<file path="src/sv/ab_slot_record_validator_macros.svh">
// ----------------------------------------------------------------------------
// ab slot record validator assertion macros
// shared property forms for the validator checks
// ----------------------------------------------------------------------------
`ifndef AB_SLOT_RECORD_VALIDATOR_MACROS_SVH
`define AB_SLOT_RECORD_VALIDATOR_MACROS_SVH

// same-cycle implication
`define ABV_ASSERT_NOW(label, clk, rst_n, ante, cons) \
  label: assert property (@(posedge clk) disable iff (!(rst_n)) (ante) |-> (cons)) \
    else $error("%m: check failed");

// next-cycle implication
`define ABV_ASSERT_NEXT(label, clk, rst_n, ante, cons) \
  label: assert property (@(posedge clk) disable iff (!(rst_n)) (ante) |=> (cons)) \
    else $error("%m: check failed");

`endif

</file>
<file path="src/sv/abv_pkg.sv">
// ----------------------------------------------------------------------------
// abv_pkg
// shared types, constants and the crc helper of the slot record validator
// ----------------------------------------------------------------------------
`timescale 1ns / 1ps
`default_nettype none

package abv_pkg;

  localparam int unsigned SlotBytesDef = 4096;

  localparam int unsigned LimitW = 13;
  localparam int unsigned PosW   = 13;
  localparam int unsigned LenW   = 12;
  localparam int unsigned SeqW   = 32;
  localparam int unsigned CrcW   = 16;

  typedef logic [PosW-1:0]   pos_t;
  typedef logic [LenW-1:0]   len_t;
  typedef logic [SeqW-1:0]   seq_t;
  typedef logic [CrcW-1:0]   crc_t;
  typedef logic [LimitW-1:0] limit_t;

  localparam crc_t   CrcPoly   = 16'h1021;
  localparam limit_t LimitCap  = 13'd4096;
  localparam limit_t LimitRst  = 13'd4096;
  localparam logic [7:0] MagicB     = 8'h42;
  localparam logic [7:0] MagicC     = 8'h43;
  localparam logic [7:0] HdrVersion = 8'h01;

  // header byte offsets
  localparam pos_t PosMagic0   = 13'd0;
  localparam pos_t PosMagic1   = 13'd1;
  localparam pos_t PosVersion  = 13'd2;
  localparam pos_t PosSeqFirst = 13'd4;
  localparam pos_t PosSeqLast  = 13'd7;
  localparam pos_t PosLenLo    = 13'd8;
  localparam pos_t PosLenHi    = 13'd9;
  localparam pos_t PosCrcLo    = 13'd10;
  localparam pos_t PosCrcHi    = 13'd11;
  localparam pos_t HeaderBytes = 13'd12;
  // last payload byte sits at header + length - 1
  localparam pos_t PayloadEndOff = 13'd11;

  typedef struct packed {
    logic clear;
    logic done;
    logic ok;
    logic slot;
    seq_t seq;
    len_t len;
  } verdict_t;

  typedef struct packed {
    logic any;
    logic slot;
    seq_t seq;
    len_t len;
    logic wr_slot;
    seq_t wr_seq;
  } pick_t;

  // crc-16, poly 0x1021, msb first, one byte
  function automatic crc_t crc16_byte(input crc_t crc, input logic [7:0] b);
    crc_t c;
    c = crc ^ {b, 8'h00};
    for (int k = 0; k < 8; k++) begin
      c = c[CrcW-1] ? ({c[CrcW-2:0], 1'b0} ^ CrcPoly) : {c[CrcW-2:0], 1'b0};
    end
    return c;
  endfunction

endpackage

`default_nettype wire

</file>
<file path="src/sv/abv_hdr_parser.sv">
// ----------------------------------------------------------------------------
// abv_hdr_parser
// per-byte header parse, payload crc and verdict of the current slot
// ----------------------------------------------------------------------------
`timescale 1ns / 1ps
`default_nettype none

module abv_hdr_parser #(
  parameter int unsigned SLOT_BYTES = abv_pkg::SlotBytesDef
) (
  input  wire logic              clk_i,
  input  wire logic              rst_ni,
  input  wire logic              step_i,
  input  wire logic [7:0]        data_i,
  input  wire logic              start_i,
  input  wire logic              idx_i,
  input  wire abv_pkg::limit_t   limit_i,
  output abv_pkg::verdict_t      verdict_o
);
  import abv_pkg::*;

  localparam logic [16:0] MaxLen = 17'(SLOT_BYTES - 32'(HeaderBytes));

  pos_t pos_q, pos_d, pos_e;
  crc_t crc_q, crc_d, crc_e, crc_new;
  seq_t seq_q, seq_d, seq_e;
  len_t len_q, len_d, len_e;
  crc_t hcrc_q, hcrc_d, hcrc_e;
  logic judged_q, judged_d, judged_e;
  logic slot_q, slot_d, slot_e;
  logic fail, pass;
  logic [15:0] len16;
  limit_t lim;

  always_comb begin
    // a start restarts the parse with this byte as byte 0
    pos_e    = start_i ? '0 : pos_q;
    crc_e    = start_i ? '0 : crc_q;
    seq_e    = start_i ? '0 : seq_q;
    len_e    = start_i ? '0 : len_q;
    hcrc_e   = start_i ? '0 : hcrc_q;
    judged_e = start_i ? 1'b0 : judged_q;
    slot_e   = start_i ? idx_i : slot_q;

    pos_d  = pos_e;
    crc_d  = crc_e;
    seq_d  = seq_e;
    len_d  = len_e;
    hcrc_d = hcrc_e;
    fail   = 1'b0;
    pass   = 1'b0;

    len16   = {data_i, len_e[7:0]};
    lim     = (limit_i > LimitCap) ? LimitCap : limit_i;
    crc_new = crc16_byte(crc_e, data_i);

    if (!judged_e) begin
      case (pos_e)
        PosMagic0:  fail = (data_i != MagicB);
        PosMagic1:  fail = (data_i != MagicC);
        PosVersion: fail = (data_i != HdrVersion);
        PosLenLo:   len_d = {4'h0, data_i};
        PosLenHi: begin
          if (len16 == '0 || {1'b0, len16} > MaxLen || len16 >= {3'b000, lim}) begin
            fail = 1'b1;
          end else begin
            len_d = len16[LenW-1:0];
          end
        end
        PosCrcLo:   hcrc_d = {8'h00, data_i};
        PosCrcHi:   hcrc_d = {data_i, hcrc_e[7:0]};
        default: begin
          if (pos_e >= HeaderBytes) begin
            crc_d = crc_new;
            if (pos_e == {1'b0, len_e} + PayloadEndOff) begin
              pass = (crc_new == hcrc_e);
              fail = (crc_new != hcrc_e);
            end
          end else if (pos_e >= PosSeqFirst && pos_e <= PosSeqLast) begin
            case (pos_e[1:0])
              2'd0:    seq_d[7:0]   = data_i;
              2'd1:    seq_d[15:8]  = data_i;
              2'd2:    seq_d[23:16] = data_i;
              default: seq_d[31:24] = data_i;
            endcase
          end
        end
      endcase
      if (!fail && !pass) begin
        pos_d = pos_e + 13'd1;
      end
    end
    judged_d = judged_e | fail | pass;
    slot_d   = slot_e;
  end

  always_ff @(posedge clk_i or negedge rst_ni) begin
    if (!rst_ni) begin
      pos_q    <= '0;
      crc_q    <= '0;
      seq_q    <= '0;
      len_q    <= '0;
      hcrc_q   <= '0;
      judged_q <= 1'b1;
      slot_q   <= 1'b0;
    end else if (step_i) begin
      pos_q    <= pos_d;
      crc_q    <= crc_d;
      seq_q    <= seq_d;
      len_q    <= len_d;
      hcrc_q   <= hcrc_d;
      judged_q <= judged_d;
      slot_q   <= slot_d;
    end
  end

  assign verdict_o.clear = start_i;
  assign verdict_o.done  = !judged_e && (fail || pass);
  assign verdict_o.ok    = pass;
  assign verdict_o.slot  = slot_e;
  assign verdict_o.seq   = seq_d;
  assign verdict_o.len   = len_d;

endmodule

`default_nettype wire

</file>
<file path="src/sv/abv_slot_sel.sv">
// ----------------------------------------------------------------------------
// abv_slot_sel
// per-slot records and selection of the newest valid slot
// ----------------------------------------------------------------------------
`timescale 1ns / 1ps
`default_nettype none

module abv_slot_sel (
  input  wire logic              clk_i,
  input  wire logic              rst_ni,
  input  wire logic              step_i,
  input  wire abv_pkg::verdict_t verdict_i,
  output abv_pkg::pick_t         pick_o
);
  import abv_pkg::*;

  logic [1:0] valid_q, valid_d;
  seq_t       seq_q [2];
  seq_t       seq_d [2];
  len_t       len_q [2];
  len_t       len_d [2];
  logic       pick1;

  always_comb begin
    valid_d = valid_q;
    seq_d   = seq_q;
    len_d   = len_q;
    if (verdict_i.clear) begin
      valid_d[verdict_i.slot] = 1'b0;
    end
    if (verdict_i.done && verdict_i.ok) begin
      valid_d[verdict_i.slot] = 1'b1;
      seq_d[verdict_i.slot]   = verdict_i.seq;
      len_d[verdict_i.slot]   = verdict_i.len;
    end

    // selection sees the records as this item leaves them
    pick1 = valid_d[1] && (!valid_d[0] || seq_d[1] > seq_d[0]);
    pick_o.any  = valid_d[0] | valid_d[1];
    pick_o.slot = pick1;
    if (pick1) begin
      pick_o.seq = seq_d[1];
      pick_o.len = len_d[1];
    end else if (valid_d[0]) begin
      pick_o.seq = seq_d[0];
      pick_o.len = len_d[0];
    end else begin
      pick_o.seq = '0;
      pick_o.len = '0;
    end
    pick_o.wr_slot = valid_d[0] && !pick1;
    pick_o.wr_seq  = pick_o.seq + 32'd1;
  end

  always_ff @(posedge clk_i or negedge rst_ni) begin
    if (!rst_ni) begin
      valid_q <= '0;
    end else if (step_i) begin
      valid_q <= valid_d;
    end
  end

  // record contents are masked by the valid bits
  always_ff @(posedge clk_i) begin
    if (step_i) begin
      seq_q <= seq_d;
      len_q <= len_d;
    end
  end

endmodule

`default_nettype wire

</file>
<file path="src/sv/ab_slot_record_validator.sv">
// ----------------------------------------------------------------------------
// ab_slot_record_validator
// checks a/b flash slot headers and payload crc, picks the newest slot
// ----------------------------------------------------------------------------
// usage:
//   the input channel carries one image byte per item with start_of_slot and
//   slot_index; the output channel returns one item per input item with the
//   verdict for that byte and the current slot selection.
//   payload_limit is written through cfg_we_i / cfg_wdata_i while idle.
// path: an accepted item sits in the input register and its result is loaded
//   into the output register once the output register is free or being taken.
// throughput: one item per cycle when not stalled; header parse, byte-wide crc
//   update and newest-slot compare all sit in the single process stage.
// reset: both slots invalid, no slot in progress, payload_limit 4096.
// stall: while an output item waits, the input register can still take one
//   item; in_ready_o then stays low until the output item is taken.
// ----------------------------------------------------------------------------
`timescale 1ns / 1ps
`default_nettype none

module ab_slot_record_validator #(
  parameter int unsigned SLOT_BYTES = abv_pkg::SlotBytesDef
) (
  input  wire logic                   clk_i,
  input  wire logic                   rst_ni,
  input  wire logic                   cfg_we_i,
  input  wire abv_pkg::limit_t        cfg_wdata_i,
  input  wire logic                   in_valid_i,
  output logic                        in_ready_o,
  input  wire logic [7:0]             data_byte_i,
  input  wire logic                   start_of_slot_i,
  input  wire logic                   slot_index_i,
  output logic                        out_valid_o,
  input  wire logic                   out_ready_i,
  output logic                        verdict_ready_o,
  output logic                        slot_ok_o,
  output logic                        any_valid_o,
  output logic                        picked_slot_o,
  output abv_pkg::seq_t               picked_seq_o,
  output abv_pkg::len_t               picked_len_o,
  output logic                        write_slot_o,
  output abv_pkg::seq_t               write_seq_o
);
  import abv_pkg::*;

  `include "ab_slot_record_validator_macros.svh"

  limit_t     limit_q;
  logic       in_valid_q;
  logic [7:0] byte_q;
  logic       start_q;
  logic       idx_q;
  logic       out_valid_q;
  logic       advance;
  verdict_t   verdict;
  pick_t      pick;
  logic       pick_idle;
  logic       in_stall;

  assign advance    = in_valid_q && (!out_valid_q || out_ready_i);
  assign in_ready_o = !in_valid_q || advance;

  always_ff @(posedge clk_i or negedge rst_ni) begin
    if (!rst_ni) begin
      limit_q <= LimitRst;
    end else if (cfg_we_i) begin
      limit_q <= cfg_wdata_i;
    end
  end

  always_ff @(posedge clk_i or negedge rst_ni) begin
    if (!rst_ni) begin
      in_valid_q  <= 1'b0;
      out_valid_q <= 1'b0;
    end else begin
      if (in_ready_o) begin
        in_valid_q <= in_valid_i;
      end
      if (advance) begin
        out_valid_q <= 1'b1;
      end else if (out_ready_i) begin
        out_valid_q <= 1'b0;
      end
    end
  end

  always_ff @(posedge clk_i) begin
    if (in_ready_o && in_valid_i) begin
      byte_q  <= data_byte_i;
      start_q <= start_of_slot_i;
      idx_q   <= slot_index_i;
    end
  end

  abv_hdr_parser #(
    .SLOT_BYTES(SLOT_BYTES)
  ) u_parser (
    .clk_i     (clk_i),
    .rst_ni    (rst_ni),
    .step_i    (advance),
    .data_i    (byte_q),
    .start_i   (start_q),
    .idx_i     (idx_q),
    .limit_i   (limit_q),
    .verdict_o (verdict)
  );

  abv_slot_sel u_sel (
    .clk_i     (clk_i),
    .rst_ni    (rst_ni),
    .step_i    (advance),
    .verdict_i (verdict),
    .pick_o    (pick)
  );

  always_ff @(posedge clk_i) begin
    if (advance) begin
      verdict_ready_o <= verdict.done;
      slot_ok_o       <= verdict.done & verdict.ok;
      any_valid_o     <= pick.any;
      picked_slot_o   <= pick.slot;
      picked_seq_o    <= pick.seq;
      picked_len_o    <= pick.len;
      write_slot_o    <= pick.wr_slot;
      write_seq_o     <= pick.wr_seq;
    end
  end

  assign out_valid_o = out_valid_q;

  // selection outputs when no slot is valid
  assign pick_idle = !picked_slot_o && !write_slot_o && (picked_seq_o == '0) &&
                     (picked_len_o == '0) && (write_seq_o == 32'd1);
  assign in_stall  = in_valid_q && out_valid_q && !out_ready_i;

  `ABV_ASSERT_NOW(a_ok_needs_verdict, clk_i, rst_ni, out_valid_o && slot_ok_o, verdict_ready_o)
  `ABV_ASSERT_NOW(a_none_valid_defaults, clk_i, rst_ni, out_valid_o && !any_valid_o, pick_idle)
  `ABV_ASSERT_NEXT(a_stall_holds_item, clk_i, rst_ni, in_stall, in_valid_q && $stable({byte_q, start_q}))

endmodule

`default_nettype wire

</file>
<file path="config.mk">
export PLATFORM = sky130hd
export DESIGN_NAME = ab_slot_record_validator
export DESIGN_NICKNAME = d
export VERILOG_FILES = /design/src/sv/abv_pkg.sv /design/src/sv/abv_hdr_parser.sv /design/src/sv/abv_slot_sel.sv /design/src/sv/ab_slot_record_validator.sv
export VERILOG_INCLUDE_DIRS = /design/src /design/src/sv
export SDC_FILE = /design/constraint.sdc
export NUM_CORES = 1
export LEC_CHECK = 0
export BUFFER_PORTS_ARGS = -buffer_cell sky130_fd_sc_hd__clkbuf_2
export CAP_MARGIN = 20
export CORE_MARGIN = 10
export CORE_UTILIZATION = 30
export DETAILED_ROUTE_END_ITERATION = 10
export GPL_ROUTABILITY_DRIVEN = 0
export SLEW_MARGIN = 20
export SYNTH_ARGS = -nofsm -noshare
export SYNTH_HDL_FRONTEND = slang
export SYNTH_HIERARCHICAL = 1
export SYNTH_SLANG_ARGS = --single-unit
</file>
<file path="constraint.sdc">
create_clock -name clk_i -period 10.7 [get_ports clk_i]
set_input_delay 2.14 -clock clk_i [delete_from_list [all_inputs] [get_ports clk_i]]
set_output_delay 2.14 -clock clk_i [all_outputs]
set_load 0.02 [all_outputs]
</file>
==> report_table.html, run 1 <==
<table>
<tr><th>Metric</th><th>Value</th></tr>
<tr><th colspan="2">Run status</th></tr>
<tr><td>Run status</td><td>finished clean</td></tr>
<tr><th colspan="2">Route</th></tr>
<tr><td>Final routed DRC violation total</td><td>0</td></tr>
<tr><td>Total via count after detailed routing</td><td>12410</td></tr>
<tr><td>Number of nets with antenna violations after detailed routing</td><td>0</td></tr>
<tr><td>Aggregate routed wire length</td><td>between 40 and 50 mm</td></tr>
<tr><td>Post-DR vias/cell</td><td>between 5 and 6</td></tr>
<tr><td>First-pass iteration count of the detailed router</td><td>5</td></tr>
<tr><td>First DRT Iteration DRCs</td><td>roughly 1200</td></tr>
<tr><td>Average wire per standard cell</td><td>19.51 um</td></tr>
<tr><th colspan="2">Placement</th></tr>
<tr><td>Count of buffers inserted at the top-level ports</td><td>110</td></tr>
<tr><td>DP HPWL</td><td>31.48 mm</td></tr>
<tr><th colspan="2">Worst setup path</th></tr>
<tr><td>Required time at the endpoint of the critical path</td><td>roughly 11 ns</td></tr>
<tr><td>Capturing element type of the critical path</td><td>flop</td></tr>
<tr><td>Critical path launch point type</td><td>flop</td></tr>
<tr><td>Highest fanout seen on the critical path</td><td>slightly above 70</td></tr>
<tr><td>Worst Path Class, Setup</td><td>flop to flop</td></tr>
<tr><td>Arrival time reported for the critical path endpoint</td><td>9.28 ns</td></tr>
<tr><th colspan="2">Timing</th></tr>
<tr><td>Setup tns final</td><td>0 ns</td></tr>
<tr><td>Hold Vio Cnt, Final</td><td>0</td></tr>
<tr><td>Worst hold slack after final layout</td><td>approximately 0.50 ns</td></tr>
<tr><td>Slew at the pin closest to its max-slew limit</td><td>1.038 ns</td></tr>
<tr><td>Clock period minus worst slack</td><td>a little under 9 ns</td></tr>
<tr><td>Final clock period utilization by the worst path</td><td>between 80% and 90%</td></tr>
<tr><td>Final max-slew violation count</td><td>0</td></tr>
<tr><td>Setup repair after global routing missed its margin</td><td>no</td></tr>
<tr><td>Final-report setup violation count</td><td>0</td></tr>
<tr><td>F_max</td><td>111.8 MHz</td></tr>
<tr><td>Worst clock skew</td><td>0.02025 ns</td></tr>
<tr><td>Worst-case headroom to the max-slew limit</td><td>between 30% and 40%</td></tr>
<tr><th colspan="2">Finish</th></tr>
<tr><td>Post-synthesis to final-layout area growth</td><td>13.73%</td></tr>
<tr><td>Proportion of layout cells with a drive suffix above 1</td><td>~15%</td></tr>
<tr><td>Diodes inserted</td><td>0</td></tr>
<tr><td>Total area of sequential cells</td><td>~8100 um2</td></tr>
<tr><td>Multi-input gate area in the final layout</td><td>around 7400 um2</td></tr>
<tr><td>Count of fill cells added during filler insertion</td><td>5206</td></tr>
<tr><td>Number of nets in the final layout</td><td>between 1500 and 2000</td></tr>
<tr><th colspan="2">Clock tree</th></tr>
<tr><td>Resized Gates After CTS</td><td>0</td></tr>
<tr><td>Clock Latency Late Sink</td><td>0.59 ns</td></tr>
<tr><td>Clock sink count</td><td>between 200 and 300</td></tr>
<tr><td>Maximum root-to-sink buffer count</td><td>3</td></tr>
<tr><td>Clock-pin transition on the worst setup and hold timing paths</td><td>approximately 0.07 ns</td></tr>
<tr><td># H-tree levels</td><td>1</td></tr>
<tr><td>CTS tree</td><td>done</td></tr>
<tr><td>Number of buffers added for setup after CTS</td><td>0</td></tr>
<tr><td>CTS buffer count</td><td>30</td></tr>
<tr><td>Hold bufs inserted after CTS</td><td>0</td></tr>
<tr><td>CTS Root Buffer Type</td><td>clkbuf_16</td></tr>
<tr><th colspan="2">Die</th></tr>
<tr><td>Number of cell rows</td><td>84</td></tr>
<tr><td>I/O pin count</td><td>~110</td></tr>
<tr><td>Effective utilization at floorplan</td><td>slightly above 30%</td></tr>
<tr><td>Die Footprint</td><td>~63000 um2</td></tr>
<tr><td>Die height</td><td>about 250 um</td></tr>
<tr><td>Horizontal die dimension</td><td>~250 um</td></tr>
<tr><td>Total core area</td><td>between 50000 and 60000 um2</td></tr>
<tr><th colspan="2">Logic synthesis</th></tr>
<tr><td>Synth cell count leaders</td><td>295 x nand2_1, 179 x edfxtp_1, 106 x dfrtp_1</td></tr>
<tr><td>Simple-gate share of the synthesized area</td><td>17.98%</td></tr>
<tr><td>Synth cell types</td><td>87</td></tr>
<tr><td>Seq cells post-synth</td><td>roughly 290</td></tr>
<tr><td>Ranking of synthesized cells by area</td><td>edfxtp_1 33%, dfrtp_1 16%, nand2_1 6.9%</td></tr>
<tr><td>Dominant register cell in the synthesized netlist</td><td>edfxtp_1</td></tr>
<tr><td>Multiplexer share of the synthesized area</td><td>6.256%</td></tr>
<tr><td>Cell type with the largest total area after synthesis</td><td>edfxtp_1</td></tr>
<tr><td>Post-synth net total</td><td>1644</td></tr>
<tr><td>Most numerous cell in the Yosys netlist</td><td>nand2_1</td></tr>
<tr><td>Asr flop ratio synth</td><td>between 30% and 40%</td></tr>
<tr><td>Main combinational cell family by area after synthesis</td><td>simple AND/OR/NAND/NOR gates</td></tr>
<tr><td>Post-Synthesis Cell Area</td><td>16120 um2</td></tr>
<tr><td>Yosys warning total</td><td>6</td></tr>
<tr><td>Synthesized instance count</td><td>approximately 1600</td></tr>
<tr><td>Area share of fa/ha/maj cells after synthesis</td><td>4.036%</td></tr>
<tr><td>Synthesized-area fraction occupied by ao, oa, aoi and oai cells</td><td>approximately an eighth</td></tr>
<tr><td>Post-Syn Area per Cell</td><td>~10 um2</td></tr>
<tr><td>Area share of the largest cell type after synthesis</td><td>33.35%</td></tr>
<tr><td>Post-synthesis sequential area ratio</td><td>between 50% and 60%</td></tr>
<tr><td>XOR/XNOR share of the synthesized area</td><td>4.735%</td></tr>
<tr><td>Number of enable-type register cells in the synthesized netlist</td><td>around 180</td></tr>
<tr><th colspan="2">Power</th></tr>
<tr><td>Cell leakage power</td><td>7.402 nW</td></tr>
<tr><td>Total power divided by cell area</td><td>around 180 nW/um2</td></tr>
<tr><td>Highest ir drop seen on vdd</td><td>about 0.13 mV</td></tr>
<tr><th colspan="2">GRT</th></tr>
<tr><td>Total global routing overflow</td><td>0</td></tr>
<tr><td>Met1 track demand over resource</td><td>around 18%</td></tr>
<tr><td>Met2 Use GR</td><td>a little under a quarter</td></tr>
<tr><td>Largest net degree at the start of global routing</td><td>~80</td></tr>
<tr><td>First-pass GRT wire length</td><td>slightly above 70 mm</td></tr>
<tr><td>GRT Max-Usage Layer</td><td>met2</td></tr>
<tr><td>Via count of the first global-routing pass</td><td>12445</td></tr>
<tr><td>Number of antenna violations at the first check in global routing</td><td>0</td></tr>
<tr><td>Fraction of met3 tracks used by global routing</td><td>under 10%</td></tr>
<tr><td>Gr usage total</td><td>around 14%</td></tr>
<tr><th colspan="2">Min path</th></tr>
<tr><td>Classification of the worst-slack hold path</td><td>flop to flop</td></tr>
<tr><th colspan="2">Flow run</th></tr>
<tr><td>Maximum Capacitance Violations</td><td>0</td></tr>
</table>
-- worst paths after layout --
check / end / depth (start not counted) / start / slack [ns]
worst max-delay path: write_seq_o[22] / 27 / start_q / 1.76
worst min-delay path: out_valid_o / 1 / in_valid_q / 0.50
worst max register to register: write_seq_o[22] / 27 / start_q / 1.76
worst min register to register: out_valid_o / 1 / in_valid_q / 0.50
max in group asynchronous: u_parser/crc_q[5] / 2 / rst_ni / 8.11
min in group asynchronous: out_valid_o / 1 / rst_ni / 1.49
-- power breakdown --
| group | switching, mW | internal, mW | leakage (nW) | total [mW] |
|---|---|---|---|---|
| logic | 0.519 | 0.271 | 4.01 | 0.790 |
| registers | 0.0829 | 1.33 | 2.90 | 1.42 |
| clock network | 0.452 | 0.617 | 0.496 | 1.07 |
| total | 1.05 | 2.22 | 7.40 | 3.27 |
-- critical path: stages (launching register included) --
cell,delay (ns)
edfxtp_1,0.44
buf_12,0.23
nor2b_1,0.38
o21ai_0,0.19
nor4b_1,0.30
or3_1,0.18
o21ai_0,0.08
or4_1,0.58
nor4_1,0.74
and3_2,0.94
mux2i_1,0.42
inv_1,0.10
ha_1,0.32
a21o_1,0.18
a21o_1,0.18
a221o_1,0.36
o31a_1,0.39
o31ai_4,0.23
buf_4,0.35
nor2_1,0.07
a21oi_1,0.27
ha_1,0.24
nand2_1,0.08
o22ai_2,0.31
nand3_1,0.23
or2_1,0.45
nor4_4,0.32
xor2_1,0.10
-- flip-flops by register name (all words and copies together) (netlist names), 13 cells and up --
signal / cells
u_parser/pos_q: 13
limit_q: 13
write_seq_o: 32
u_parser/seq_q: 32
u_parser/crc_q: 16
u_sel/seq_q: 64
picked_seq_o: 32
u_parser/hcrc_q: 16
u_sel/len_q: 24
-- metal layers --
metal,up-vias,routed length (um)
li1,5788,-
met1,6112,19580
met2,406,22080
met3,104,2590
met4,0,1576
met5,-,0
-- final cells by class --
class | count | area share, %
flip-flops and latches | 287 | 44.08
clock buffers | 44 | 4.812
repair buffers | 132 | 4.075
clock inverters | 12 | 0.6416
inverters | 66 | 1.351
multi-input cells | 1120 | 40.35
well taps | 688 | 4.696
-- cell families after synthesis --
kind of cell	Yosys count
AND/OR/NAND/NOR	598
AO/OA/AOI/OAI	293
flip-flops	287
buffers and inverters	157
multiplexers	93
XOR/XNOR	84
adder cells (fa/ha/maj)	52
-- stage by stage --
stage | area, um2 | power, mW | util [%] | worst slack (ns) | std cells
global placement | 17330 | 2.220 | 32.78 | 2.041 | 2293
CTS | 18330 | 3.307 | 34.67 | 1.807 | 2349
detailed placement | 17330 | 2.227 | 32.78 | 1.811 | 2293
floorplan | 16120 | 1.972 | - | 1.243 | 1564
finish | 18330 | 3.274 | 34.68 | 1.757 | 2349
global route | 18330 | 3.437 | 34.68 | 1.018 | 2349
-- layout by cell type, fill, tap and decap left out, types with 7 or more instances in the layout --
| cell | netlist | routed |
|---|---|---|
| nand2_1 | 295 | 295 |
| edfxtp_1 | 179 | 179 |
| clkbuf_2 | 0 | 109 |
| dfrtp_1 | 106 | 106 |
| nor2_1 | 73 | 73 |
| inv_1 | 64 | 64 |
| mux2i_1 | 61 | 61 |
| o21ai_0 | 60 | 60 |
| xnor2_1 | 59 | 59 |
| a21oi_1 | 58 | 58 |
| ha_1 | 52 | 52 |
| a22o_1 | 51 | 51 |
| nand3_1 | 49 | 49 |
| clkbuf_16 | 0 | 31 |
| xor2_1 | 23 | 23 |
| mux2_2 | 22 | 22 |
| nand4_1 | 22 | 22 |
| buf_4 | 5 | 20 |
| nor2b_1 | 17 | 17 |
| and3_1 | 18 | 17 |
| and2_1 | 17 | 16 |
| nor3_1 | 16 | 16 |
| o21a_1 | 15 | 15 |
| nand2b_1 | 13 | 13 |
| mux2_4 | 10 | 10 |
| o2111ai_1 | 9 | 9 |
| nor2_2 | 9 | 9 |
| nor4b_1 | 9 | 9 |
| nor4_1 | 9 | 9 |
| o22ai_1 | 9 | 9 |
| a21o_1 | 8 | 8 |
| o211ai_1 | 8 | 8 |
| a31oi_1 | 8 | 8 |
| or3_1 | 7 | 7 |
(Power assumes the default switching activity.)
==> run 2, diff against run 1 <==
Settings changed: ABC_AREA set to 1.
Clock period 10.7 ns to 9 ns, I/O delays scaled along.
==> report_table.html, run 2 <==
<table>
<tr><th>Metric</th><th>Value</th></tr>
<tr><th colspan="2">Run status</th></tr>
<tr><td>Run status</td><td>finished clean</td></tr>
<tr><th colspan="2">Logic synthesis</th></tr>
<tr><td>Multiplexer share of the synthesized area</td><td>0%</td></tr>
<tr><td>Yosys warning total</td><td>6</td></tr>
<tr><td>Post-Syn Area per Cell</td><td>7.717 um2</td></tr>
<tr><td>Synth cell types</td><td>50</td></tr>
<tr><td>Synthesized instance count</td><td>roughly 2300</td></tr>
<tr><td>Post-Synthesis Cell Area</td><td>17660 um2</td></tr>
<tr><td>Seq cells post-synth</td><td>between 200 and 300</td></tr>
<tr><td>Asr flop ratio synth</td><td>37.63%</td></tr>
<tr><td>Synthesized-area fraction occupied by ao, oa, aoi and oai cells</td><td>between 10% and 20%</td></tr>
<tr><td>Area share of fa/ha/maj cells after synthesis</td><td>~3.7%</td></tr>
<tr><td>Main combinational cell family by area after synthesis</td><td>simple AND/OR/NAND/NOR gates</td></tr>
<tr><td>Simple-gate share of the synthesized area</td><td>28.02%</td></tr>
<tr><td>Ranking of synthesized cells by area</td><td>edfxtp_1 30%, dfrtp_1 15%, nand2_1 13%</td></tr>
<tr><td>XOR/XNOR share of the synthesized area</td><td>between 2 and 3%</td></tr>
<tr><td>Number of enable-type register cells in the synthesized netlist</td><td>around 180</td></tr>
<tr><td>Area share of the largest cell type after synthesis</td><td>30.44%</td></tr>
<tr><td>Dominant register cell in the synthesized netlist</td><td>edfxtp_1</td></tr>
<tr><td>Synth cell count leaders</td><td>632 x nand2_1, 312 x inv_1, 198 x o21ai_0</td></tr>
<tr><td>Most numerous cell in the Yosys netlist</td><td>nand2_1</td></tr>
<tr><td>Cell type with the largest total area after synthesis</td><td>edfxtp_1</td></tr>
<tr><td>Post-synth net total</td><td>2368</td></tr>
<tr><td>Post-synthesis sequential area ratio</td><td>between 40% and 50%</td></tr>
<tr><th colspan="2">Die</th></tr>
<tr><td>I/O pin count</td><td>around 110</td></tr>
<tr><td>Total core area</td><td>58030 um2</td></tr>
<tr><td>Horizontal die dimension</td><td>roughly 260 um</td></tr>
<tr><td>Die height</td><td>262.6 um</td></tr>
<tr><td>Effective utilization at floorplan</td><td>a little over 30%</td></tr>
<tr><td>Die Footprint</td><td>between 60000 and 70000 um2</td></tr>
<tr><td>Number of cell rows</td><td>88</td></tr>
<tr><th colspan="2">Worst setup path</th></tr>
<tr><td>Biggest cell delay along the critical path</td><td>just over 0.6 ns</td></tr>
<tr><td>CP max-delay cell</td><td>nand3_2</td></tr>
<tr><td>Arrival time reported for the critical path endpoint</td><td>8.39 ns</td></tr>
<tr><td>Highest fanout seen on the critical path</td><td>54</td></tr>
<tr><td>Capturing element type of the critical path</td><td>flop</td></tr>
<tr><td>Critical path launch point type</td><td>flop</td></tr>
<tr><td>Required time at the endpoint of the critical path</td><td>between 9 and 10 ns</td></tr>
<tr><td>Register-to-register path setup slack</td><td>~0.96 ns</td></tr>
<tr><td>Most common cell on crit path</td><td>nand2_1</td></tr>
<tr><td>Worst Path Class, Setup</td><td>flop to flop</td></tr>
<tr><th colspan="2">Placement</th></tr>
<tr><td>DP HPWL</td><td>between 30 and 40 mm</td></tr>
<tr><td>Count of buffers inserted at the top-level ports</td><td>110</td></tr>
<tr><td>Post-place instance area</td><td>18830 um2</td></tr>
<tr><td>Post-placement setup slack</td><td>1.037 ns</td></tr>
<tr><td># placed instances</td><td>3090</td></tr>
<tr><th colspan="2">Route</th></tr>
<tr><td>Aggregate routed wire length</td><td>around 52 mm</td></tr>
<tr><td>First DRT Iteration DRCs</td><td>about 1500</td></tr>
<tr><td>Total via count after detailed routing</td><td>between 15000 and 20000</td></tr>
<tr><td>Final routed DRC violation total</td><td>0</td></tr>
<tr><td>First-pass iteration count of the detailed router</td><td>7</td></tr>
<tr><td>Average wire per standard cell</td><td>approximately 16 um</td></tr>
<tr><td>Number of nets with antenna violations after detailed routing</td><td>0</td></tr>
<tr><td>Post-DR vias/cell</td><td>4.833</td></tr>
<tr><th colspan="2">Power</th></tr>
<tr><td>Net switching fraction of the power</td><td>between 30% and 40%</td></tr>
<tr><td>Combinational power share</td><td>27.0%</td></tr>
<tr><td>Total power divided by cell area</td><td>between 200 and 250 nW/um2</td></tr>
<tr><td>Cell leakage power</td><td>8.904 nW</td></tr>
<tr><td>Highest ir drop seen on vdd</td><td>0.1579 mV</td></tr>
<tr><td>Total internal power</td><td>approximately 2.6 mW</td></tr>
<tr><td>Reg power frac</td><td>41.5%</td></tr>
<tr><td>NetSw</td><td>~1.4 mW</td></tr>
<tr><td>Clock Power Share</td><td>a little under a third</td></tr>
<tr><th colspan="2">Timing</th></tr>
<tr><td>Final-report setup violation count</td><td>0</td></tr>
<tr><td>Worst-case headroom to the max-slew limit</td><td>24.51%</td></tr>
<tr><td>Clock period minus worst slack</td><td>8.044 ns</td></tr>
<tr><td>F_max</td><td>~120 MHz</td></tr>
<tr><td>Slew at the pin closest to its max-slew limit</td><td>~1.1 ns</td></tr>
<tr><td>Final clock period utilization by the worst path</td><td>about nine tenths</td></tr>
<tr><td>Hold Vio Cnt, Final</td><td>0</td></tr>
<tr><td>Worst hold slack after final layout</td><td>about 0.47 ns</td></tr>
<tr><td>Setup repair after global routing missed its margin</td><td>no</td></tr>
<tr><td>Final max-slew violation count</td><td>0</td></tr>
<tr><td>Setup tns final</td><td>0 ns</td></tr>
<tr><td>Worst clock skew</td><td>0.01970 ns</td></tr>
<tr><td>Worst setup slack after layout</td><td>about 0.96 ns</td></tr>
<tr><th colspan="2">Finish</th></tr>
<tr><td>Post-synthesis to final-layout area growth</td><td>12.35%</td></tr>
<tr><td>Most common cell after layout, fill and taps aside</td><td>nand2_1</td></tr>
<tr><td>Filler-free cell count of the finished design</td><td>3150</td></tr>
<tr><td>Finished Cell Area</td><td>approximately 20000 um2</td></tr>
<tr><td>Count of fill cells added during filler insertion</td><td>6117</td></tr>
<tr><td>Proportion of layout cells with a drive suffix above 1</td><td>about an eighth</td></tr>
<tr><td>Most used cells in the layout excluding fill and tap cells</td><td>632 x nand2_1, 312 x inv_1, 198 x o21ai_0</td></tr>
<tr><td>Register bank with the most flops</td><td>u_sel/seq_q</td></tr>
<tr><td>Number of flip-flops in the largest register</td><td>64</td></tr>
<tr><td>Number of nets in the final layout</td><td>around 2400</td></tr>
<tr><th colspan="2">Clock tree</th></tr>
<tr><td>Hold bufs inserted after CTS</td><td>0</td></tr>
<tr><td>Maximum root-to-sink buffer count</td><td>3</td></tr>
<tr><td>CTS Root Buffer Type</td><td>clkbuf_16</td></tr>
<tr><td>CTS buffer count</td><td>31</td></tr>
<tr><td>Resized Gates After CTS</td><td>0</td></tr>
<tr><td>Clock sink count</td><td>between 200 and 300</td></tr>
<tr><td>Clock-pin transition on the worst setup and hold timing paths</td><td>around 0.070 ns</td></tr>
<tr><td># H-tree levels</td><td>1</td></tr>
<tr><td>Number of buffers added for setup after CTS</td><td>0</td></tr>
<tr><td>Clock Latency Late Sink</td><td>around 0.6 ns</td></tr>
<tr><td>CTS tree</td><td>done</td></tr>
<tr><th colspan="2">GRT</th></tr>
<tr><td>First-pass GRT wire length</td><td>between 80 and 90 mm</td></tr>
<tr><td>Met1 track demand over resource</td><td>19.63%</td></tr>
<tr><td>Gr usage total</td><td>about 14%</td></tr>
<tr><td>Via count of the first global-routing pass</td><td>14290</td></tr>
<tr><td>Number of antenna violations at the first check in global routing</td><td>0</td></tr>
<tr><td>Largest net degree at the start of global routing</td><td>144</td></tr>
<tr><td>Met2 Use GR</td><td>between 20% and 30%</td></tr>
<tr><td>Total global routing overflow</td><td>0</td></tr>
<tr><td>GRT Max-Usage Layer</td><td>met2</td></tr>
<tr><td>Fraction of met3 tracks used by global routing</td><td>under 10%</td></tr>
<tr><th colspan="2">Flow run</th></tr>
<tr><td>Maximum Capacitance Violations</td><td>0</td></tr>
<tr><th colspan="2">Min path</th></tr>
<tr><td>Classification of the worst-slack hold path</td><td>flop to flop</td></tr>
</table>
-- run 2: cells by family after synthesis --
| logic type | count (synthesis) |
|---|---|
| DFF | 287 |
| adders and majority gates | 52 |
| xor gates and xnor gates | 50 |
| and+or+nand+nor | 1134 |
| buffers and inverters | 410 |
| AOI/OAI and AO/OA | 355 |
-- run 2: metal layers --
metal,share of wire (%),up-vias,routed length (um)
met5,0,-,0
met1,45,7140,23540
met3,6.2,72,3224
met2,46,471,24010
li1,-,7541,-
met4,2.0,0,1027
-- run 2: worst max-delay path: cells and delay by family (launching register included) --
family | cells | cell delay (ns)
and+or+nand+nor | 29 | 4.63
adders and majority gates | 3 | 0.82
DFF | 1 | 0.40
buffers and inverters | 6 | 1.17
AOI/OAI and AO/OA | 3 | 0.71
-- run 2: power groups by stage --
stage | logic (mW) | clock network, mW | registers (mW)
5_1_grt | 1.22 | 1.37 | 1.70
2_1_floorplan | 0.699 | 0 | 1.78
6_report | 1.09 | 1.28 | 1.68
3_3_place_gp | 1.09 | 0 | 1.71
3_5_place_dp | 1.09 | 0 | 1.71
4_1_cts | 1.09 | 1.31 | 1.68
-- run 2: path summary, 6_finish.rpt --
kind / startpoint / endpoint / depth (start not counted)
max in group asynchronous: rst_ni / u_parser/seq_q[10] / 2
setup reg to reg: limit_q[4] / write_seq_o[30] / 41
setup / recovery: limit_q[4] / write_seq_o[30] / 41
min in group asynchronous: rst_ni / limit_q[10] / 1
hold reg to reg: limit_q[12] / limit_q[12] / 2
hold / removal: limit_q[12] / limit_q[12] / 2
-- run 2: layout make-up --
class / count / area, um2 / area share, %
tap: 765 / 957.2 / 4.825
clock inverter: 18 / 161.4 / 0.8136
inverter: 324 / 1224 / 6.168
timing repair buffer: 123 / 663.1 / 3.343
clock buffer: 40 / 839.6 / 4.232
sequential: 287 / 8080 / 40.73
antenna: 1 / 2.502 / 0.01261
multi-input combinational: 1592 / 7910 / 39.87
-- run 2: stage by stage --
step	util [%]	power, mW
after floorplan	-	2.476
after global routing	34.18	4.286
final	34.19	4.055
after CTS	34.17	4.091
after detailed placement	32.45	2.800
after global placement	32.45	2.796
==> run 3, diff against run 2 <==
Settings changed: SYNTH_HIERARCHICAL 1 to unset.
Clock period 9 ns to 8.6 ns, I/O delays scaled along.
==> report_table.html, run 3 <==
<table>
<tr><th>Metric</th><th>Value</th></tr>
<tr><th colspan="2">Run status</th></tr>
<tr><td>Run status</td><td>finished clean</td></tr>
<tr><th colspan="2">Finish</th></tr>
<tr><td>Most used cells in the layout excluding fill and tap cells</td><td>750 x nand2_1, 228 x inv_1, 179 x edfxtp_1</td></tr>
<tr><td>Most common cell after layout, fill and taps aside</td><td>nand2_1</td></tr>
<tr><td>Total area of sequential cells</td><td>a little over 8000 um2</td></tr>
<tr><td>Number of flip-flops in the largest register</td><td>64</td></tr>
<tr><td>Number of nets in the final layout</td><td>about 2300</td></tr>
<tr><td>Multi-input gate area in the final layout</td><td>approximately 7400 um2</td></tr>
<tr><td>Register bank with the most flops</td><td>u_sel.seq_q</td></tr>
<tr><td>Count of fill cells added during filler insertion</td><td>between 5000 and 6000</td></tr>
<tr><td>Post-synthesis to final-layout area growth</td><td>13.95%</td></tr>
<tr><td>Proportion of layout cells with a drive suffix above 1</td><td>a little over a tenth</td></tr>
<tr><td>Diodes inserted</td><td>0</td></tr>
<tr><th colspan="2">Timing</th></tr>
<tr><td>Final-report setup violation count</td><td>0</td></tr>
<tr><td>Final clock period utilization by the worst path</td><td>between 80 and 90%</td></tr>
<tr><td>Clock period minus worst slack</td><td>approximately 7.7 ns</td></tr>
<tr><td>Worst clock skew</td><td>0.02499 ns</td></tr>
<tr><td>Worst-case headroom to the max-slew limit</td><td>20.14%</td></tr>
<tr><td>F_max</td><td>around 130 MHz</td></tr>
<tr><td>Setup tns final</td><td>0 ns</td></tr>
<tr><td>Slew at the pin closest to its max-slew limit</td><td>1.198 ns</td></tr>
<tr><td>Hold Vio Cnt, Final</td><td>0</td></tr>
<tr><td>Setup repair after global routing missed its margin</td><td>no</td></tr>
<tr><td>Final max-slew violation count</td><td>0</td></tr>
<tr><th colspan="2">Worst setup path</th></tr>
<tr><td>Buffers plus inverters on the worst setup path</td><td>9</td></tr>
<tr><td>Category of cells accounting for the largest share of critical-path delay</td><td>simple AND/OR/NAND/NOR gates</td></tr>
<tr><td>Highest fanout seen on the critical path</td><td>39</td></tr>
<tr><td>Worst Path Class, Setup</td><td>flop to flop</td></tr>
<tr><td>Required time at the endpoint of the critical path</td><td>8.90 ns</td></tr>
<tr><td>Critical path launch point type</td><td>flop</td></tr>
<tr><td>Biggest cell delay along the critical path</td><td>around 0.58 ns</td></tr>
<tr><td>Capturing element type of the critical path</td><td>flop</td></tr>
<tr><td>CP max-delay cell</td><td>inv_2</td></tr>
<tr><td>Arrival time reported for the critical path endpoint</td><td>~8 ns</td></tr>
<tr><td>Most common cell on crit path</td><td>nand2_1</td></tr>
<tr><th colspan="2">Power</th></tr>
<tr><td>Highest ir drop seen on vdd</td><td>roughly 0.090 mV</td></tr>
<tr><td>Overall Power</td><td>3.805 mW</td></tr>
<tr><td>Cell leakage power</td><td>8.612 nW</td></tr>
<tr><td>Total power divided by cell area</td><td>199.0 nW/um2</td></tr>
<tr><th colspan="2">Route</th></tr>
<tr><td>Post-DR vias/cell</td><td>4.926</td></tr>
<tr><td>First-pass iteration count of the detailed router</td><td>5</td></tr>
<tr><td>Final routed DRC violation total</td><td>0</td></tr>
<tr><td>Average wire per standard cell</td><td>around 16 um</td></tr>
<tr><td>First DRT Iteration DRCs</td><td>1392</td></tr>
<tr><td>Aggregate routed wire length</td><td>49.36 mm</td></tr>
<tr><td>Total via count after detailed routing</td><td>14754</td></tr>
<tr><td>Number of nets with antenna violations after detailed routing</td><td>0</td></tr>
<tr><th colspan="2">Die</th></tr>
<tr><td>Number of cell rows</td><td>86</td></tr>
<tr><td>Total core area</td><td>about 55000 um2</td></tr>
<tr><td>I/O pin count</td><td>111</td></tr>
<tr><td>Horizontal die dimension</td><td>between 200 and 300 um</td></tr>
<tr><td>Die height</td><td>approximately 260 um</td></tr>
<tr><td>Effective utilization at floorplan</td><td>a little under a third</td></tr>
<tr><td>Die Footprint</td><td>65780 um2</td></tr>
<tr><th colspan="2">Clock tree</th></tr>
<tr><td>Resized Gates After CTS</td><td>0</td></tr>
<tr><td>CTS tree</td><td>done</td></tr>
<tr><td># H-tree levels</td><td>2</td></tr>
<tr><td>CTS Root Buffer Type</td><td>clkbuf_16</td></tr>
<tr><td>Clock sink count</td><td>between 200 and 300</td></tr>
<tr><td>Clock Latency Late Sink</td><td>around 0.54 ns</td></tr>
<tr><td>Clock-pin transition on the worst setup and hold timing paths</td><td>approximately 0.060 ns</td></tr>
<tr><td>Maximum root-to-sink buffer count</td><td>3</td></tr>
<tr><td>CTS buffer count</td><td>34</td></tr>
<tr><td>Hold bufs inserted after CTS</td><td>0</td></tr>
<tr><td>Number of buffers added for setup after CTS</td><td>0</td></tr>
<tr><th colspan="2">Logic synthesis</th></tr>
<tr><td>Number of enable-type register cells in the synthesized netlist</td><td>~180</td></tr>
<tr><td>Post-Synthesis Cell Area</td><td>approximately 17000 um2</td></tr>
<tr><td>Seq cells post-synth</td><td>between 200 and 300</td></tr>
<tr><td>Area share of the largest cell type after synthesis</td><td>around a third</td></tr>
<tr><td>Dominant register cell in the synthesized netlist</td><td>edfxtp_1</td></tr>
<tr><td>Post-Syn Area per Cell</td><td>between 7 and 8 um2</td></tr>
<tr><td>Synth cell count leaders</td><td>751 x nand2_1, 228 x inv_1, 179 x edfxtp_1</td></tr>
<tr><td>Post-synthesis sequential area ratio</td><td>between 40% and 50%</td></tr>
<tr><td>Synth cell types</td><td>49</td></tr>
<tr><td>Most numerous cell in the Yosys netlist</td><td>nand2_1</td></tr>
<tr><td>Asr flop ratio synth</td><td>a little under two fifths</td></tr>
<tr><td>Post-synth net total</td><td>2216</td></tr>
<tr><td>Yosys warning total</td><td>0</td></tr>
<tr><td>Ranking of synthesized cells by area</td><td>edfxtp_1 32%, nand2_1 17%, dfrtp_1 16%</td></tr>
<tr><td>Synthesized instance count</td><td>2136</td></tr>
<tr><td>Cell type with the largest total area after synthesis</td><td>edfxtp_1</td></tr>
<tr><th colspan="2">Placement</th></tr>
<tr><td>DP HPWL</td><td>about 35 mm</td></tr>
<tr><td>Count of buffers inserted at the top-level ports</td><td>110</td></tr>
<tr><th colspan="2">Flow run</th></tr>
<tr><td>Maximum Capacitance Violations</td><td>0</td></tr>
<tr><th colspan="2">GRT</th></tr>
<tr><td>Number of antenna violations at the first check in global routing</td><td>0</td></tr>
<tr><td>Gr usage total</td><td>~15%</td></tr>
<tr><td>Total global routing overflow</td><td>0</td></tr>
<tr><td>Largest net degree at the start of global routing</td><td>approximately 150</td></tr>
<tr><td>Via count of the first global-routing pass</td><td>14304</td></tr>
<tr><td>First-pass GRT wire length</td><td>around 80 mm</td></tr>
<tr><th colspan="2">Min path</th></tr>
<tr><td>Classification of the worst-slack hold path</td><td>flop to flop</td></tr>
</table>
## run 3: kinds of logic after synthesis
kind of cell | share of synthesized area, %
compound gates | 10.11
fa+ha+maj | 3.878
simple gates | 28.13
flops | 48.16
xor+xnor | 1.805
buf+inv | 7.652
mux | 0.2685
## run 3: where the power goes
part / internal (mW) / switching (mW) / leakage (nW) / total [mW]
logic: 0.179 / 0.486 / 5.20 / 0.665
registers: 1.62 / 0.0695 / 2.88 / 1.69
clock network: 0.845 / 0.604 / 0.530 / 1.45
## run 3: stage by stage
step / hold slack, ns / instance area (um2) / util [%] / cells / worst slack, ns
after floorplan: 0.4468 / 16780 / - / 2136 / 1.186
after global placement: 0.4626 / 18020 / 32.64 / 2934 / 1.277
after detailed placement: 0.4675 / 18020 / 32.64 / 2934 / 1.008
after CTS: 0.4844 / 19120 / 34.63 / 2995 / 0.9790
after global routing: 0.5074 / 19120 / 34.63 / 2995 / 0.1804
final: 0.4808 / 19120 / 34.63 / 2995 / 0.8815
## run 3: worst paths after layout
| check | start | endpoint | slack [ns] | cells past startpoint |
|---|---|---|---|---|
| setup / recovery | start_q | write_seq_o[26] | 0.88 | 36 |
| hold / removal | u_parser.crc_q[2] | u_parser.crc_q[2] | 0.48 | 2 |
| setup reg to reg | start_q | write_seq_o[26] | 0.88 | 36 |
| hold reg to reg | u_parser.crc_q[2] | u_parser.crc_q[2] | 0.48 | 2 |
| max in group asynchronous | rst_ni | u_parser.len_q[6] | 6.07 | 2 |
| min in group asynchronous | rst_ni | limit_q[10] | 1.14 | 1 |
## run 3: routing by layer
layer  global-route usage, %  up-vias  routed length [um]
met5                       0        -                   0
met1                   19.70     7064               22580
li1                        -     7175                   -
met4                   4.339        0                1151
met2                   24.27      444               22990
met3                   2.072       71                2640
## run 3: area by class of cell
cell class,instances,share of cell area [%]
clock buffers,38,4.692
multi-input cells,1532,38.82
clock inverters,23,1.060
repair buffers,125,3.482
inverters,242,4.791
well taps,748,4.895
flip-flops and latches,287,42.26
## run 3: worst min-delay path: cells and delay by family (launching register included)
kind / cells / cell delay, ns
and+or+nand+nor: 2 / 0.11
DFF: 1 / 0.34
